$ cat config.mk
export PLATFORM = sky130hd
export DESIGN_NAME = vlmr_front
export DESIGN_NICKNAME = d
export VERILOG_FILES = /design/src/vlmr_pkg.sv /design/src/vlmr_front.sv
export SDC_FILE = /design/constraint.sdc
export NUM_CORES = 1
export LEC_CHECK = 0
export BUFFER_PORTS_ARGS = -buffer_cell sky130_fd_sc_hd__buf_2
export CAP_MARGIN = 30
export CORE_ASPECT_RATIO = 0.5
export CORE_MARGIN = 1.5
export CORE_UTILIZATION = 50
export DETAILED_ROUTE_END_ITERATION = 8
export PLACE_DENSITY = 0.79
export SYNTH_ARGS = -nofsm -noshare
export SYNTH_HDL_FRONTEND = slang
export SYNTH_SLANG_ARGS = --single-unit
$ cat constraint.sdc
create_clock -name clk -period 5.7 [get_ports clk]
set_input_delay 1.14 -clock clk [delete_from_list [all_inputs] [get_ports clk]]
set_output_delay 1.14 -clock clk [all_outputs]
set_load 0.05 [all_outputs]
$ cat src/vlmr_pkg.sv
// Shared types, widths, status codes and defaults for the variable-length message ring.
`default_nettype none
package vlmr_pkg;

    localparam int CAP_W = 11;
    localparam int LEN_W = 10;
    localparam int CNT_W = 10;
    localparam int HIDX_W = 2;

    localparam int BUFFER_BYTES_DEF = 1024;
    localparam int LENGTH_MAX_DEF = 64;
    localparam int HEADER_BYTES_DEF = 2;
    localparam logic [CAP_W-1:0] CAP_RESET = 11'd1024;

    localparam logic [2:0] ST_OK       = 3'd0;
    localparam logic [2:0] ST_INVALID  = 3'd1;
    localparam logic [2:0] ST_FULL     = 3'd2;
    localparam logic [2:0] ST_EMPTY    = 3'd3;
    localparam logic [2:0] ST_MISMATCH = 3'd4;

    localparam logic OP_SEND = 1'b0;
    localparam logic OP_RECV = 1'b1;

    typedef struct packed {
        logic             opcode;
        logic [7:0]       data_byte;
        logic [LEN_W-1:0] declared_length;
        logic             last_byte;
        logic [LEN_W-1:0] dest_size;
    } cmd_t;

    typedef struct packed {
        logic [2:0]       status;
        logic [7:0]       data_out;
        logic [LEN_W-1:0] message_length;
        logic             last_result;
        logic [8:0]       messages_stored;
        logic [CAP_W-1:0] space_left;
        logic [LEN_W-1:0] next_length;
    } result_t;

    typedef struct packed {
        cmd_t cmd;
        logic len_bad;
    } q_item_t;

    typedef struct packed {
        logic    valid;
        q_item_t item;
    } q_out_t;

endpackage
`default_nettype wire

$ cat src/vlmr_front.sv
// Front end: accepts commands, checks send lengths, and queues them for the back end.
`default_nettype none
module vlmr_front
    import vlmr_pkg::*;
#(
    parameter int LENGTH_MAX   = LENGTH_MAX_DEF,
    parameter int HEADER_BYTES = HEADER_BYTES_DEF
)
(
    input  wire logic             clk,
    input  wire logic             rst_n,
    input  wire logic             start,
    input  wire cmd_t             cmd,
    input  wire logic [CAP_W-1:0] cap,
    input  wire logic             pop,
    output logic                  busy,
    output q_out_t                q
);

    q_item_t    q_mem_reg [2];
    logic       wr_idx_reg;
    logic       rd_idx_reg;
    logic [1:0] count_reg;
    logic       push;
    q_item_t    item;

    assign busy = (count_reg == 2'd2);
    assign push = start && !busy;

    // a send whose length can never fit is marked here
    always_comb
    begin
        item.cmd = cmd;
        item.len_bad = (cmd.declared_length == '0)
            || (cmd.declared_length > LEN_W'(LENGTH_MAX))
            || ((CAP_W'(cmd.declared_length) + CAP_W'(HEADER_BYTES)) > cap);
    end

    always_ff @(posedge clk)
    begin
        if (push)
        begin
            q_mem_reg[wr_idx_reg] <= item;
        end
    end

    always_ff @(posedge clk or negedge rst_n)
    begin
        if (!rst_n)
        begin
            wr_idx_reg <= 1'b0;
            rd_idx_reg <= 1'b0;
            count_reg <= 2'd0;
        end
        else
        begin
            if (push)
            begin
                wr_idx_reg <= ~wr_idx_reg;
            end
            if (pop)
            begin
                rd_idx_reg <= ~rd_idx_reg;
            end
            count_reg <= count_reg + {1'b0, push} - {1'b0, pop};
        end
    end

    assign q.valid = (count_reg != 2'd0);
    assign q.item = q_mem_reg[rd_idx_reg];

endmodule
`default_nettype wire

Yosys cells after proc, flatten, opt, wreduce, memory -nomap -nowiden
Memories as Yosys holds them, arrays and structs flattened.
Index checks and enable logic that the tools add are counted.
{"block": "classes", "addsub": 3, "order_cmp": 2, "n_eq_ne": 1, "muxes": 2, "bitwise": 2, "reduce_logical": 6}
{"cell": "adder 10 x 2 -> 11 bit (second input constant)", "count": 1}
{"cell": "greater-than comparator 11 bit", "count": 1}
{"cell": "greater-than comparator 10 x 7 -> 1 bit (second input constant)", "count": 1}
{"cell": "zero test 10 bit", "count": 1}
{"cell": "adder 2 x 1 -> 2 bit", "count": 1}
{"cell": "== test 2 bit (second input constant)", "count": 1}
{"cell": "logical OR 1 bit", "count": 2}
{"cell": "2-to-1 mux 1 bit", "count": 2}
{"cell": "NOT 1 bit", "count": 2}
{"cell": "nonzero test 2 bit", "count": 1}
{"cell": "subtractor 2 x 1 -> 2 bit", "count": 1}
{"cell": "logical AND 1 bit", "count": 1}
{"cell": "zero test 1 bit", "count": 1}
{"block": "totals", "reg_bits": 4, "mem_bits_rw": 62, "out_inout_bits": 33, "word_cells": 20, "n_memories": 1}
{"memory": "q_mem_reg", "words": 2, "word_bits": 31, "rd": 1, "rd_clocked_by_memory_dff": 0, "wr": 1, "line": "vlmr_front.sv:20", "rtl": "q_item_t q_mem_reg [2];"}

Logic depth before layout (Yosys ltp)
Gate-level depths: netlist of run 1.
{"block": "depth", "depth_word": 5, "depth_mapped": 10, "ltp_nobuf": 10}

Worst setup path before layout of run 1
No wires, ideal clock.
{"block": "synth_timing", "kind": "in2reg", "from": "input port start", "to": "memory q_mem_reg[0][0] (netlist bit), enable pin", "setup_time_ns": 0.419, "arrival_ns": 2.547, "required_time_ns": 5.281, "path_slack_ns": 2.734, "stages": 2, "n_path_buf": 0, "path_cell_list": "nand2_1 > nor2_1"}
{"block": "synth_via", "elab_chain_cells": 3}
{"element": "from (decl)", "line": "vlmr_front.sv:12", "rtl": "input wire logic start,"}
{"element": "logical AND 1 bit", "line": "vlmr_front.sv:28", "rtl": "assign push = start && !busy;"}
{"element": "2-to-1 mux 1 bit", "line": "vlmr_front.sv:41", "rtl": "if (push)"}
{"element": "2-to-1 mux 1 bit (implied by the code)", "line": "vlmr_front.sv:43", "rtl": "q_mem_reg[wr_idx_reg] <= item;"}
{"element": "to (decl)", "line": "vlmr_front.sv:20"}
Every way passes these cells.

==> results.md, run 1 <==
* HPWL after DPL at 3450 um
* TritonCTS clock tree: done
* Post-placement cell count at roughly 320
* Fraction of the yosys area taken by sequential cells at 0.686
* Total grt overflow at 0
* Post-CTS setup-driven buffer insertion count at 0
* First-pass detailed-route iteration total at 4
* Number of fill cells at 403
* Switching portion of total power at 0.401
* Start point of the critical path: rd_idx_reg
* Floorplan die height at about 56 um
* Clock latency on the worst-skew pair at 0.32 ns
* Synth Area per Inst at 16.3 um^2
* Number of distinct library cells after synthesis at 29
* Post-synth EDFFs at 62
* First-pass GRT wire length at 7800 um
* Async set-reset flop share out of synthesis at 0.0606
* Proportion of netlist area held by the largest area contributor at 0.651
* Port buffer count at 77
* Drc violations at 0
* Leakage power at between 0.001 and 0.0015 uW
* Num rows at 19
* Worst Path Max Fanout at 20
* Capturing point of the worst reg2reg path: q_mem_reg[0][16]
* Sum Neg Setup Slack at 0 ns
* Data required time of the worst path at 4.56 ns
* Total power per unit cell area at around 550 nW/um^2
* Vias in the first global route at about 1700
* # setup viols final at 0
* Gp weighted congestion at ~0.85
* Hold bufs inserted after CTS at 0
* Synth area leader: edfxtp_1
* Synthesis-to-finish area growth at 25.7%
* Number of instances resized during post-cts repair at 0
* Post-Syn Area at 2860 um^2
* Floorplan Core Area at 5490 um^2
* Die footprint at 6210 um^2
* Clock-pin transition on the worst setup and hold timing paths at 0.05 ns
* Unrepaired setup endpoints after global routing: false
* Type of destination of the critical path: primary output
* Max FFs per register at between 60 and 70
* Run status: complete, no violations
* Level count of the clock H-tree at 3
* Synth warn at 0
* Largest cells by area after synthesis: edfxtp_1 65%, mux2_2 11%, ha_1 6.1%, dfrtp_1 3.5%, xnor2_1 2.1%
* Final worst clock skew at 0.00421 ns
* Classification of the worst setup path: flip-flop to primary output
* Max_slew headroom at 0.424
* Post-synth top flop: edfxtp_1
* Highest Clock Rate at 322 MHz
* Maximum Capacitance Violations at 0
* Total global routing track utilization at 0.171
* Critical path arrival at 1.97 ns
* Wire per inst at 14.4 um
* Routed via count divided by cell count at 4.96
* Min Tclk post-route at 3.11 ns
* Sequential Power Share at 0.364
* Internal power summed over all cells at 1180 uW
* Vias after detailed routing at 1682
* Portion of the clock cycle consumed by the worst path in the final layout at 0.546
* Buffer type at the clock tree root: clkbuf_16
* Number of buffers inserted during clock tree synthesis at 9
* Antenna violations before repair at 0
* Fraction of power consumed by the clock network at 0.234
* Pin count of the biggest net entering global routing at 32
* Post-synth net total at 234
* Number of top-level design ports at 78
* Num Clock Sinks at 66
* Final slew viol count at 0
* Crit path launch type: flip-flop
* Post-detailed-route count of antenna-violating nets at 0
* Effective utilization at floorplan at 0.521
* Filler-free cell count of the finished design at 339
* Combinational power share at 0.402
* Die Wd at 110 um
* Number of hold violations in the final report at 0
* Diode insertion count for antenna repair at 0
* Type of the most critical hold path: flip-flop to flip-flop
* Worst Max-Slew Pin Slew at 0.862 ns
* Post-synthesis instance total at 175
* Maximum buffer depth of the clock tree at 2
* Critical path capture point: q[0]
* Switching component of the power at 787 uW
* Fraction of final layout cells with drive strength greater than 1 at 0.462
* Post-layout nets at 320
* Flip-flop and latch count after synthesis at 66
* Startpoint of the worst-slack reg-to-reg timing path: count_reg[1]
* Drt initial violations at 84
* Maximum VDD drop at 0.396 mV
* Setup slack of the worst register-to-register path at about 3.9 ns
* R2r worst-path depth at 3
* Total detailed-routing wirelength at 4880 um
[synthesized netlist by cell type, drive strengths merged (2+ instances only)]
master  number
dfrtp        4
edfxtp      62
xor2         5
nand3        5
buf          3
a21oi        4
inv         14
ha          14
nor3         2
and3         3
nor2         3
xnor2        7
a21o         2
nand2        5
mux2        31
[power groups by stage]
stage / logic, uW / clock network, uW / registers [uW]
4_1_cts: 802 / 470 / 717
2_1_floorplan: 646 / 0 / 697
6_report: 791 / 460 / 715
3_5_place_dp: 799 / 0 / 725
3_3_place_gp: 789 / 0 / 716
5_1_grt: 834 / 495 / 726
[how the worst min path moves through the flow]
| stage | cells past startpoint | to | start |
|---|---|---|---|
| after floorplan | 1 | wr_idx_reg | wr_idx_reg |
| after global placement | 1 | count_reg[1] | count_reg[1] |
| after detailed placement | 1 | count_reg[1] | count_reg[1] |
| after CTS | 1 | count_reg[0] | count_reg[0] |
| after global routing | 1 | count_reg[1] | count_reg[1] |
| final | 1 | count_reg[0] | count_reg[0] |
[final cells by class]
type,count,area (um^2),area share
clock inverter,5,21.3,0.00592
timing repair buffer,79,400,0.111
clock buffer,11,233,0.0648
sequential,66,1960,0.546
inverter,14,52.6,0.0146
tap,73,91.3,0.0254
multi-input combinational,91,833,0.232
[critical path, stage by stage (launching register included)]
cell and delay [ns]:
dfrtp_1 0.66, buf_4 0.38, mux2_2 0.38, buf_2 0.22
[cell usage in the layout (no fill, tap or decap), drive strengths merged, types with 4 or more instances in the layout]
| master | n |
|---|---|
| dfrtp | 4 |
| clkinv | 5 |
| xnor2 | 7 |
| nand3 | 5 |
| ha | 14 |
| nand2 | 5 |
| clkbuf | 11 |
| a21oi | 4 |
| inv | 14 |
| xor2 | 5 |
| mux2 | 31 |
| buf | 79 |
| edfxtp | 62 |
[stage by stage]
step	power, uW	hold slack (ns)	utilization	area (um^2)	setup WS [ns]
floorplan	1340	0.460	-	2860	2.73
global placement	1500	0.480	0.608	3340	2.49
detailed placement	1520	0.517	0.608	3340	2.34
CTS	1990	0.530	0.654	3590	2.54
global route	2060	0.563	0.654	3590	2.38
finish	1970	0.527	0.654	3590	2.59
[cell families (layout without fill, tap and decap cells)]
group | after synthesis | in the layout | share of synthesized area
DFF | 66 | 66 | 0.686
muxes | 31 | 31 | 0.122
and+or+nand+nor | 24 | 24 | 0.0451
buffers and inverters | 18 | 109 | 0.0249
adders and majority gates | 14 | 14 | 0.0613
xor gates and xnor gates | 12 | 12 | 0.0368
AOI/OAI and AO/OA | 10 | 10 | 0.0236
[per-layer routing]
layer,up-vias,GRT usage,part of all wire
met2,48,0.289,0.52
met5,-,0,0
li1,828,-,-
met1,797,0.207,0.42
met3,9,0.0534,0.045
met4,0,0.0612,0.013
Note: power is estimated with default switching activity, not from simulation.
==> run 2: changes to the inputs <==
clock period = 3 ns   (was 5.7 ns; I/O delays follow)
==> run 2 against run 1 <==
- total power increased by 95%
- clock-buffer cell count grew 2
- non-clock buffer count unchanged
- wire length rose by 5.7%
- sequential power rose by 90%
- clock power rose by 110%
- largest power group unchanged
- sequential cell count unchanged
- worst hold slack got worse by 0.46 ns
- global-route usage up 1.4 points
==> results.md, run 2 (synthesized netlist as in run 1, its figures left out) <==
* Run status: complete, no violations
* Total power per unit cell area at ~1100 nW/um^2
* Worst Path Max Fanout at 7
* Port buffer count at 77
* Portion of the clock cycle consumed by the worst path in the final layout at 0.841
* Flip-flop and latch area at a little under 2000 um^2
* Gp weighted congestion at around 0.85
* CP dominant cell by count: and3_1
* Hold bufs inserted after CTS at 0
* Post-layout nets at 320
* Classification of the worst setup path: primary input to flip-flop
* Critical path arrival at between 2 and 3 ns
* Maximum VDD drop at 0.666 mV
* Global route hottest layer: met2
* Wire per inst at 15.2 um
* Post-detailed-route count of antenna-violating nets at 0
* CP cell instances: buf_2 > nand3_1 > nor2_1 > and3_1 > and3_1 > ha_1 > a21oi_1 > o21ai_0 > a2111oi_0 > o311ai_1
* Type of the most critical hold path: primary input to async pin
* Post-CTS setup-driven buffer insertion count at 0
* Antenna violations before repair at 0
* Combinational power share at 0.397
* Num Clock Sinks at 66
* Max FFs per register at 62
* Switching portion of total power at 0.398
* Number of buffers inserted during clock tree synthesis at 9
* Floorplan Core Area at 5490 um^2
* Post-placement cell count at 323
* CP max stage delay at 0.42 ns
* Crit path launch type: primary input
* Layout Utilization at 0.661
* Area of the multi-input gates at 833 um^2
* Min Tclk post-route at 2.52 ns
* Leakage power at around 0.0015 uW
* Unrepaired setup endpoints after global routing: false
* Floorplan die height at 56.5 um
* Die Wd at ~110 um
* Worst Max-Slew Pin Slew at between 0.9 and 1 ns
* Internal power summed over all cells at 2310 uW
* First-pass GRT wire length at roughly 8000 um
* Commonest cells after routing, fill and taps aside: 77 x buf_2, 62 x edfxtp_1, 29 x mux2_2, 14 x inv_1, 14 x ha_1
* Global-route met2 utilization at 0.303
* Fraction of final layout cells with drive strength greater than 1 at 0.474
* Drt initial violations at 71
* Final hold slack at roughly 0.067 ns
* Highest Clock Rate at 396 MHz
* Diode insertion count for antenna repair at 0
* Level count of the clock H-tree at 3
* Effective utilization at floorplan at 0.521
* Sum Neg Setup Slack at 0 ns
* Routed via count divided by cell count at between 5 and 6
* Maximum buffer depth of the clock tree at 2
* HPWL after DPL at 3550 um
* Vias after detailed routing at 1715
* Total detailed-routing wirelength at 5160 um
* Total grt overflow at 0
* First-pass detailed-route iteration total at 4
* Max_slew headroom at 0.384
* Pin count of the biggest net entering global routing at 32
* Sequential Power Share at 0.356
* Num rows at 19
* Vias in the first global route at 1695
* Clock-pin transition on the worst setup and hold timing paths at 0.05 ns
* Slowest cell on the critical path: a2111oi_0
* Final slew viol count at 0
* TritonCTS clock tree: done
* Buffer type at the clock tree root: clkbuf_16
* Data required time of the worst path at 3.06 ns
* Maximum Capacitance Violations at 0
* Filler-free cell count of the finished design at 339
* Type of destination of the critical path: flip-flop
* Fraction of power consumed by the clock network at 0.247
* Total global routing track utilization at 0.186
* Number of top-level design ports at 78
* # setup viols final at 0
* Met3 GRT Util at 0.0813
* Clock latency on the worst-skew pair at 0.33 ns
* Number of instances resized during post-cts repair at 0
* Most common cell after layout, fill and taps aside: buf_2
* Die footprint at 6210 um^2
* Synthesis-to-finish area growth at 26.9%
* Number of hold violations in the final report at 0
* Drc violations at 0
* Met1 global-route usage at 0.219
* Number of fill cells at 414
* Switching component of the power at between 1500 and 2000 uW
* Final worst clock skew at between 0.005 and 0.006 ns
[run 2: worst max-delay path, delay by kind of cell]
family / cells / cell delay, ns
compound gates: 4 / 0.90
fa+ha+maj: 1 / 0.26
buf+inv: 1 / 0.15
simple gates: 4 / 0.66
[run 2: routing by layer]
layer / vias up / wire length (um) / share of wire
li1: 827 / - / -
met1: 828 / 2200 / 0.43
met2: 51 / 2590 / 0.50
met3: 9 / 281 / 0.054
met4: 0 / 91 / 0.018
met5: - / 0 / 0
[run 2: stage by stage]
step                      setup WS [ns]  cell area, um^2  total power (uW)
after floorplan                   0.574             2860              2550
after global placement            0.329             3350              2880
after detailed placement          0.185             3350              2920
after CTS                         0.484             3630              3870
after global routing              0.304             3630              4000
final                             0.476             3630              3840
[run 2: path summary, 6_finish.rpt]
| check | end | start | cells past startpoint | slack (ns) |
|---|---|---|---|---|
| max | q_mem_reg[1][0] | cmd[14] | 10 | 0.48 |
| min | wr_idx_reg | rst_n | 1 | 0.07 |
| max reg2reg | q_mem_reg[0][12] | count_reg[1] | 3 | 1.20 |
| min reg2reg | count_reg[1] | count_reg[1] | 1 | 0.53 |
| max in group asynchronous | rd_idx_reg | rst_n | 1 | 2.82 |
| min in group clk | q_mem_reg[0][24] | cmd[23] | 1 | 0.46 |
[run 2: cell type report]
type	instances	share of cell area
clock inverters	3	0.00414
inverters	14	0.0145
repair buffers	79	0.114
flip-flops and latches	66	0.541
clock buffers	13	0.0717
well taps	73	0.0252
multi-input cells	91	0.230
[run 2: power by group through the flow]
| stage | Combinational, uW | Sequential (uW) | Clock [uW] |
|---|---|---|---|
| global placement | 1520 | 1360 | 0 |
| CTS | 1540 | 1370 | 965 |
| finish | 1520 | 1360 | 949 |
| global route | 1610 | 1390 | 1010 |
| detailed placement | 1540 | 1380 | 0 |
| floorplan | 1230 | 1320 | 0 |
